File: config.mk
export PLATFORM = sky130hd
export DESIGN_NAME = cht_front
export DESIGN_NICKNAME = d
export VERILOG_FILES = /design/src/design/cht_pkg.sv /design/src/design/cht_front.sv
export SDC_FILE = /design/constraint.sdc
export NUM_CORES = 1
export LEC_CHECK = 0
export BUFFER_PORTS_ARGS = -buffer_cell sky130_fd_sc_hd__buf_2
export CAP_MARGIN = 10
export CORE_ASPECT_RATIO = 0.7
export CORE_MARGIN = 10
export CORE_UTILIZATION = 40
export CTS_BUF_LIST = sky130_fd_sc_hd__clkbuf_8
export DETAILED_ROUTE_END_ITERATION = 8
export GPL_ROUTABILITY_DRIVEN = 0
export PLACE_DENSITY = 0.6
export SLEW_MARGIN = 10
export SYNTH_ARGS = -nofsm -noshare
export SYNTH_HDL_FRONTEND = slang
export SYNTH_SLANG_ARGS = --single-unit
File: constraint.sdc
create_clock -name clk -period 17.25 [get_ports clk]
set_clock_uncertainty 0.15 [all_clocks]
set_input_delay 2.5875 -clock clk [delete_from_list [all_inputs] [get_ports clk]]
set_output_delay 2.5875 -clock clk [all_outputs]
set_load 0.02 [all_outputs]
File: src/design/cht_pkg.sv
// Shared types and constants for the cuckoo hash table.
// No dependencies.
`default_nettype none
package cht_pkg;
	localparam int TABLE_DEPTH_DEF = 1024;
	localparam int SALT_BYTES_DEF  = 5;
	localparam int KEY_BYTES_DEF   = 8;
	localparam int HASH_BASE       = 31;
	localparam int MAX_KICKS       = 100;
	localparam logic [39:0] SALT_ONE_RST = 40'h0101010101;
	localparam logic [39:0] SALT_TWO_RST = 40'h0202020202;
	localparam logic [6:0]  KICK_RST     = 7'd100;

	localparam logic [1:0] CFG_SALT_ONE = 2'd0;
	localparam logic [1:0] CFG_SALT_TWO = 2'd1;
	localparam logic [1:0] CFG_KICK     = 2'd2;

	localparam logic [1:0] ST_OK    = 2'd0;
	localparam logic [1:0] ST_MISS  = 2'd1;
	localparam logic [1:0] ST_DUP   = 2'd2;
	localparam logic [1:0] ST_LIMIT = 2'd3;

	typedef struct packed {
		logic        kind;
		logic [63:0] key;
		logic [3:0]  len;
		logic [31:0] value;
	} cmd_t;

	typedef struct packed {
		logic [1:0]  status;
		logic [31:0] value_out;
		logic [63:0] ev_key;
		logic [3:0]  ev_len;
		logic [31:0] ev_value;
	} rsp_t;
endpackage
`default_nettype wire

File: src/design/cht_front.sv
// Front end: normalizes key length and masks key bytes, holds a two-entry queue.
// Depends on cht_pkg.
`default_nettype none
module cht_front #(
	parameter int KEY_BYTES = cht_pkg::KEY_BYTES_DEF
) (
	input  wire logic         clk,
	input  wire logic         arst_n,
	input  wire logic         push,
	output logic              full,
	input  wire logic         kind,
	input  wire logic [63:0]  key_bytes,
	input  wire logic [3:0]   key_length,
	input  wire logic [31:0]  value_in,
	output logic              cmd_valid,
	input  wire logic         cmd_take,
	output cht_pkg::cmd_t     cmd
);
	localparam logic [3:0] KB = 4'(KEY_BYTES);
	cht_pkg::cmd_t q_q [2];
	logic rd_q, wr_q;
	logic [1:0] cnt_q;
	cht_pkg::cmd_t norm;
	logic [3:0] len_n;
	logic [63:0] mask;

	always_comb begin
		len_n = key_length;
		if (len_n == 4'd0) len_n = 4'd1;
		if (len_n > KB) len_n = KB;
		mask = (len_n >= 4'd8) ? '1 : ((64'd1 << {len_n, 3'b000}) - 64'd1);
		norm.kind = kind;
		norm.key = key_bytes & mask;
		norm.len = len_n;
		norm.value = value_in;
	end

	assign full = cnt_q == 2'd2;
	assign cmd_valid = cnt_q != 2'd0;
	assign cmd = q_q[rd_q];

	always_ff @(posedge clk or negedge arst_n) begin
		if (!arst_n) begin
			rd_q <= 1'b0;
			wr_q <= 1'b0;
			cnt_q <= 2'd0;
		end else begin
			if (push && !full) wr_q <= ~wr_q;
			if (cmd_take && cmd_valid) rd_q <= ~rd_q;
			cnt_q <= cnt_q + 2'(push && !full) - 2'(cmd_take && cmd_valid);
		end
	end

	always_ff @(posedge clk) begin
		if (push && !full) q_q[wr_q] <= norm;
	end
endmodule
`default_nettype wire

# Word level (Yosys, flattened, before mapping)
# Memory sizes are Yosys's and may differ from the RTL's.
# Cells that the tools add are included.
[totals]
ram_bits = 202
output_inout_bits = 103
n_memories = 1
register_bits = 4
[memory_table]
columns = ["name", "words", "word_bits", "read_ports", "rd_ports_with_merged_regs", "wr", "line_no", "source"]
rows = [
  ["q_q", 2, 101, 1, 0, 1, "cht_front.sv:20", "cht_pkg::cmd_t q_q [2];"],
]
[op_classes]
n_addsub = 3
n_bitwise = 3
n_eq_ne = 1
magnitude_cmp = 2
reduce_logical = 5
shift = 1
muxes = 5
[op_table]
columns = ["op", "n"]
rows = [
  ["64-bit bitwise AND", 1],
  ["64-bit two-way mux", 1],
  ["1-bit by 7-bit left shift with 64-bit output (first input constant)", 1],
  ["64-bit by 1-bit subtractor with 64-bit output (second input constant)", 1],
  ["4-bit two-way mux", 2],
  ["4-bit greater-or-equal comparator (second input constant)", 1],
  ["4-bit greater-than comparator (second input constant)", 1],
  ["4-bit zero test", 1],
  ["2-bit by 1-bit adder with 2-bit output", 1],
  ["2-bit equality test (second input constant)", 1],
  ["1-bit logical AND", 2],
  ["1-bit two-way mux", 2],
  ["1-bit NOT", 2],
  ["2-bit nonzero test", 1],
  ["2-bit by 1-bit subtractor with 2-bit output", 1],
  ["1-bit zero test", 1],
]

# Longest topological paths before layout
# Gate-level depths: netlist (run 1).
[depth]
depth_word = 8
ltp_mapped = 7

# Worst setup path after synthesis (run 1)
# OpenSTA, ideal clock, no wires.
[synth_path]
kind = "input-to-reg"
from = "in push"
to = "mem q_q[0][0] in the netlist's numbering (enable)"
n_path_buf = 0
path_slack_ns = 9.654
path_stages = 2
arrival_ns = 6.885
setup_ns = 0.562
path_cell_list = "nand2_1 > nor2_1"
[synth_between]
elab_chain_len = 3
[synth_lines]
columns = ["item", "line_no", "source"]
rows = [
  ["start, declared", "cht_front.sv:9", "input wire logic push,"],
  ["1-bit logical AND", "cht_front.sv:55", "if (push && !full) q_q[wr_q] <= norm;"],
  ["1-bit two-way mux", "cht_front.sv:55", ""],
  ["1-bit two-way mux (not written as such)", "cht_front.sv:55", ""],
  ["end, declared", "cht_front.sv:20", ""],
]
# Every way passes these cells.

==> results.md, run 1 <==
* Status: completed
* Final hold viol count at 0
* Core area at 0.01980 sq mm
* NetSw at approximately 0.00056 W
* Max_slew headroom at between 40% and 50%
* Io pins at about 210
* CTS clk-pin slew, worst paths at about 60 ps
* Worst Path Arrival at between 2000 and 3000 ps
* Global-route usage over all layers at 13.07%
* Syn Area/Cell at roughly 19 sq um
* Synth warn at 0
* Worst slack, placed at approximately 12000 ps
* Reg2Reg Capture Point: q_q[0][8]
* Comb pwr share at around a third
* Ys async rst share at under 10%
* Post-synthesis register bit count at 206
* Grt total ovfl at 0
* Die width at 189.6 microns
* Max incr delay on CP at about 830 ps
* Final Util at ~50%
* RSZ-0062 raised after global routing: false
* Setup bufs post-CTS at 0
* Clock share of power at 22.1%
* Worst reg-to-reg path cell count at 5
* Crit-path max FO at 59
* Final worst path period need at about 5400 ps
* Die height at 138.7 microns
* Commonest cells post-synth: edfxtp_1 (202), mux2_2 (101), nor2b_1 (47), buf_4 (10)
* First-pass GRT wire length at 27.27 mm
* Routed Antenna Nets at 0
* Worst path bufs/invs at 2
* Setup violators final at 0
* DRC violations left at 0
* Mapped cell area at 0.008053 sq mm
* Total chip power at around 0.0017 W
* Area growth, synth to finish at 23.12%
* Hold Buf Count CTS at 0
* Root buffer cell: clkbuf_8
* Sequential area share after synthesis at 76.57%
* Top FF cell, synth: edfxtp_1
* Number of global-route vias before repair at roughly 4900
* R2R setup slack at 14590 ps
* Die area at 0.02630 sq mm
* Hold Path End: cnt_q[1]
* Slowest-stage cell, CP: dfrtp_4
* Internal power at 0.001089 W
* Leakage power at between 3 and 4 nW
* Routed WL per cell at about 19 microns
* Drt via density at 4.682
* Number of H-tree levels at 2
* Initial Utilization at between 40% and 50%
* Clock latency on the worst-skew pair at ~480 ps
* Crit-path leading delay family: buffers and inverters
* Hold path depth at 1
* Sequential share of power at ~45%
* Cells after Synth at roughly 420
* Synth area leader: edfxtp_1
* Final Max Slew Viols at 0
* WP data required at between 10000 and 15000 ps
* Crit Path Class: reg2out
* CP startpoint kind: register
* Number of DRC markers in iteration 0 at 230
* Via count at 4401
* Nets at about 760
* Largest cells by area after synthesis: edfxtp_1 (75%), mux2_2 (14%), nor2b_1 (3.7%), dfrtp_1 (1.2%), buf_4 (0.93%)
* Final wirelength at 17.85 mm
* Clock buffer depth at 3
* Synth top area share at between 70% and 80%
* Setup TNS at 0 ps
* Final worst slack at between 10000 and 15000 ps
* Post-DP HPWL at ~12 mm
* TritonCTS Buffers at 34
* Antenna violations before repair at 1
* Worst Setup End Kind: primary output
* Count leader, synth: edfxtp_1
* HP Start: cnt_q[1]
* RR Startpoint: cnt_q[1]
* Final hold slack at 384.6 ps
* Least-Margin Pin Slew at between 700 and 800 ps
* Detailed Routing Iterations Pass 1 at 4
* Largest net degree at the start of global routing at 60
* Post-synth EDFFs at between 200 and 250
* Library cells used by synthesis at 30
* Areal power density over the cells at approximately 170 mW/mm^2
* Crit-path cells: buf_4 > mux2_2 > buf_2
* Clock sinks at between 200 and 250
* Post-cts sizing count at 0
* Fin crit share at a little under a third
* Fmax at about 180 MHz
* PortBufs at about 210
* Layout cells sized above 1 at between 50% and 60%
* Sw frac at 34.10%
* Max Cap Viol at 0
* CTS tree: yes
* Num rows at 43
* VDD IR max at just under 90 uV
* Worst hold path class: reg2reg
* Syn Nets at 532
layout make-up:
class	instances	area [sq um]
diodes	2	5.005
clock buffers	35	481.7
clock inverters	22	88.84
fillers	1722	9884
inverters	3	11.26
multi-input cells	191	1754
flip-flops and latches	206	6170
well taps	270	337.8
repair buffers	211	1066
logic make-up after synthesis:
| kind of cell | after synthesis | synth area share [%] |
|---|---|---|
| flops | 206 | 76.57 |
| mux | 101 | 14.12 |
| simple gates | 70 | 5.314 |
| buf+inv | 27 | 1.802 |
| compound gates | 9 | 0.9167 |
| xor+xnor | 7 | 0.7614 |
| fa+ha+maj | 3 | 0.4662 |
| other cells | 1 | 0.04657 |
metal layers:
metal	global-route usage [%]	up-vias	part of all wire [%]
met5	0	-	0
met2	20.12	181	45
met4	3.707	0	1.9
met3	5.352	29	9.5
li1	-	2046	-
met1	16.60	2145	44
state kept, by name (all words and copies together) (netlist names):
name	cells
rd_q	1
wr_q	1
cnt_q	2
q_q	202
stage by stage:
stage | instance area [sq um] | instances
after floorplan | 8053 | 424
after global placement | 9339 | 881
after detailed placement | 9339 | 881
after CTS | 9910 | 938
after global routing | 9910 | 938
final | 9915 | 940
placed cells by master (no fill, tap or decap), types with 2 or more instances in the layout:
cell,Yosys,routed
nor2_2,2,2
xnor2_1,6,6
nor2b_1,47,47
mux2_2,101,101
dfrtp_1,4,3
a21boi_1,2,2
a21oi_1,2,2
buf_2,5,207
nor2_1,5,4
buf_4,10,4
and2_1,9,9
edfxtp_1,202,202
clkbuf_8,0,35
inv_1,2,19
clkinv_1,0,2
diode_2,0,2
ha_1,3,3
clkinv_2,0,2
power by group through the flow:
stage / logic [W] / clock network, W / registers, W
detailed placement: 0.000563 / 0 / 0.000749
global route: 0.000594 / 0.000401 / 0.000749
global placement: 0.000559 / 0 / 0.000743
floorplan: 0.000403 / 0 / 0.000730
finish: 0.000551 / 0.000365 / 0.000737
CTS: 0.000566 / 0.000378 / 0.000739
worst max-delay path by stage:
stage                     from   endpoint  depth (start not counted)
after floorplan           push  q_q[0][0]                          2
after global routing      rd_q    cmd[23]                          3
after global placement    rd_q    cmd[10]                          3
after CTS                 rd_q     cmd[8]                          3
final                     rd_q    cmd[23]                          3
after detailed placement  rd_q     cmd[8]                          3
Power figures use the tool's default switching activity.
==> run 2, diff against run 1 <==
--- a/config.mk
+++ b/config.mk
@@ -5,6 +5,7 @@
 export SDC_FILE = /design/constraint.sdc
 export NUM_CORES = 1
 export LEC_CHECK = 0
+export ABC_AREA = 1
 export BUFFER_PORTS_ARGS = -buffer_cell sky130_fd_sc_hd__buf_2
 export CAP_MARGIN = 10
 export CORE_ASPECT_RATIO = 0.7
==> constraint.sdc (replaced) <==
create_clock -name clk -period 5.35 [get_ports clk]
set_clock_uncertainty 0.15 [all_clocks]
set_input_delay 0.8025 -clock clk [delete_from_list [all_inputs] [get_ports clk]]
set_output_delay 0.8025 -clock clk [all_outputs]
set_load 0.02 [all_outputs]
==> run 2 against run 1 <==
Compared with the run above: global-route usage up 0.73 points; highest routed layer unchanged; via count up 20%; register-to-register slack worse by 11000 ps; power rose to 3.3 times the previous value; core utilization up 0.11 points; critical endpoint is now cmd[52]; clock-buffer cell count down 3; hold slack worse by 110 ps; cell area up 0.76%; worst setup slack worse by 10000 ps; die area up 1.1%; clock power rose to 3.1 times the previous value.
==> results.md, run 2 <==
* Fin crit share at about 67%
* Antenna violations before repair at 2 (+1)
* Final Util at 50.18% (+0.11 points)
* Synth top area share at 74.42% (-0.90 points)
* Die height at 139.4 microns (+0.52%)
* Grt total ovfl at 0 (unchanged)
* Post-DP HPWL at 12.29 mm (+0.74%)
* Detailed Routing Iterations Pass 1 at 6 (+2)
* Worst hold path class: in2reg
* Max reg flops at 202 (unchanged)
* Worst slack, placed at 2327 ps (-9989 ps)
* Ys async rst share at 1.942% (unchanged)
* Routed WL per cell at 15.84 microns (-17%)
* Clock latency on the worst-skew pair at 550 ps (+70 ps)
* Final hold viol count at 0 (unchanged)
* Max_slew headroom at 21.68% (-27 points)
* Worst Setup End Kind: primary output
* Crit-path cells: clkinv_2 > buf_4 > nand2_1 > nand2_1 > buf_2
* Top reg by flops: q_q
* Most frequent cells in the layout: nand2_1 (319), buf_2 (207), edfxtp_1 (202)
* Final Max Slew Viols at 0 (unchanged)
* Synth warn at 0 (unchanged)
* Number of DRC markers in iteration 0 at 284 (+23%)
* Initial Utilization at 40.94% (+0.27 points)
* Library cells used by synthesis at 25 (-17%)
* Global-route usage over all layers at 13.80% (+0.73 points)
* Count leader, synth: nand2_1
* Post-cts sizing count at 0 (unchanged)
* Final worst slack at 1775 ps (-10040 ps)
* Root buffer cell: clkbuf_8
* Number of global-route vias before repair at 5233 (+6.6%)
* Regs by FF count: q_q (202), cnt_q (2)
* CTS tree: yes
* Core area at 0.01991 sq mm (+0.54%)
* Crit Path Class: reg2out
* First-pass GRT wire length at 29.41 mm (+7.9%)
* Post-synthesis register bit count at 206 (unchanged)
* WP data required at 4400 ps (-10110 ps)
* Nets at 1022 (+35%)
* Fmax at between 200 and 300 MHz
* Max incr delay on CP at 850 ps (+20 ps)
* VDD IR max at 252.4 uV (+190%)
* Leakage power at 4.602 nW (+22%)
* Final instance area at 0.009990 sq mm (+0.76%)
* Largest net degree at the start of global routing at 103 (+72%)
* Placed Area at 0.009430 sq mm (+0.98%)
* Areal power density over the cells at 550.5 mW/mm^2 (+230%)
* Crit-path max FO at 102 (+73%)
* Status: completed
* Via count at 5284 (+20%)
* RSZ-0062 raised after global routing: false
* Sequential area share after synthesis at 75.65% (-0.92 points)
* Number of H-tree levels at 1 (-1)
* Setup TNS at 0 ps (unchanged)
* Commonest non-fill, non-tap cell in the layout: nand2_1
* Max Cap Viol at 0 (unchanged)
* Crit-path leading delay family: buffers and inverters
* Clock buffer depth at 3 (unchanged)
* Drt via density at 4.363 (-6.8%)
* Die area at 0.02658 sq mm (+1.1%)
* Top cell by count, worst path: nand2_1
* Layout cells sized above 1 at 27.48% (-27 points)
* Final wirelength at 19.19 mm (+7.5%)
* Die width at 190.6 microns (+0.54%)
* CTS clk-pin slew, worst paths at 60 ps (about the same)
* Routed Antenna Nets at 0 (unchanged)
* Io pins at 208 (unchanged)
* Final worst path period need at 3575 ps
* TritonCTS Buffers at 31 (-8.8%)
* Largest cells by area after synthesis: edfxtp_1 (74%), nand2_1 (15%), inv_1 (2.8%), nor2_1 (2.5%), buf_2 (1.2%)
* Slowest-stage cell, CP: buf_4
* Worst path bufs/invs at 3 (+1)
* Syn Nets at 810 (+52%)
* Mapped cell area at 0.008150 sq mm (+1.2%)
* DRC violations left at 0 (unchanged)
* Worst Path Arrival at 2620 ps (-80 ps)
* Num rows at 43 (unchanged)
* Commonest cells post-synth: nand2_1 (319), edfxtp_1 (202), inv_1 (61), nor2_1 (55), buf_2 (20)
* Clock sinks at 206 (unchanged)
* Synth area leader: edfxtp_1
* Area growth, synth to finish at 22.57%
* Syn Area/Cell at 11.61 sq um (-39%)
* Least-Margin Pin Slew at 1175 ps (+405.4 ps)
* CP startpoint kind: register
* PortBufs at 207 (unchanged)
* Setup violators final at 0 (unchanged)
* Top FF cell, synth: edfxtp_1
* Total chip power at 0.005500 W (+230%)
* Cells after Synth at 702 (+66%)
* Post-synth EDFFs at 202 (unchanged)
==> run 2: cell types whose count changed after synthesis, sizes merged, moves of 4 or more <==
cell   delta
o21ai     +4
buf       +7
nor2     +49
mux2    -101
nor2b    -47
and2      -9
xnor2     -5
nand2   +318
inv      +61
==> run 2: final timing paths <==
path / depth (start not counted) / endpoint / slack (ps) / from
worst min-delay path: 1 / q_q[1][37] / 280 / key_bytes[1]
worst max-delay path: 5 / cmd[52] / 1780 / rd_q
max in group asynchronous: 2 / rd_q / 4480 / arst_n
min in group asynchronous: 2 / rd_q / 430 / arst_n
worst max register to register: 4 / q_q[1][46] / 3120 / cnt_q[1]
worst min register to register: 1 / cnt_q[0] / 450 / cnt_q[0]
==> run 2: final cells by class <==
class	count	area, sq um
Tap cell	270	337.8
Timing Repair Buffer	213	1096
Fill cell	1832	9917
Sequential cell	206	6170
Antenna cell	2	5.005
Inverter	64	241.5
Clock buffer	32	440.4
Clock inverter	26	103.9
Multi-Input combinational cell	398	1595
==> run 2: logic make-up (layout without fill, tap and decap cells) <==
group	after synthesis	count (layout)	synth area share, %
flops	206	206	75.65
fa+ha+maj	3	3	0.4606
compound gates	9	9	0.7368
buf+inv	98	335	4.959
xor+xnor	4	4	0.4299
other cells	1	3	0.04601
simple gates	381	381	17.72
==> run 2: repair_timing <==
item	4_1_cts	5_1_grt
hold buffers	1	0
buffers inserted	0	0
endpoints found under the hold margin	4	0
==> run 2: metrics by stage <==
| step | hold WS (ps) | cells |
|---|---|---|
| final | 279.3 | 1211 |
| after global routing | 243.6 | 1210 |
| after CTS | 235.7 | 1209 |
| after detailed placement | 428.2 | 1150 |
| after global placement | 421.5 | 1150 |
| after floorplan | 356.9 | 702 |
==> run 2: worst reg2reg max path, delay by kind of cell, from the launching register on <==
family / cells / cell delay [ps]
buffers and inverters: 2 / 790
DFF: 1 / 370
and+or+nand+nor: 1 / 350
AOI/OAI and AO/OA: 1 / 140
==> run 2: layer usage <==
layer	up-vias	share of wire (%)	global-route usage, %
li1	2690	-	-
met1	2388	48	19.27
met5	-	0	0
met4	0	2.3	3.595
met2	181	41	19.75
met3	25	9.1	5.067
==> run 2: power breakdown <==
part           leakage (nW)  internal [W]  switching [W]
Clock                 0.338      0.000551       0.000572
Combinational          2.33      0.000549        0.00150
Sequential             1.94       0.00222       0.000102
Total                  4.60       0.00332        0.00218
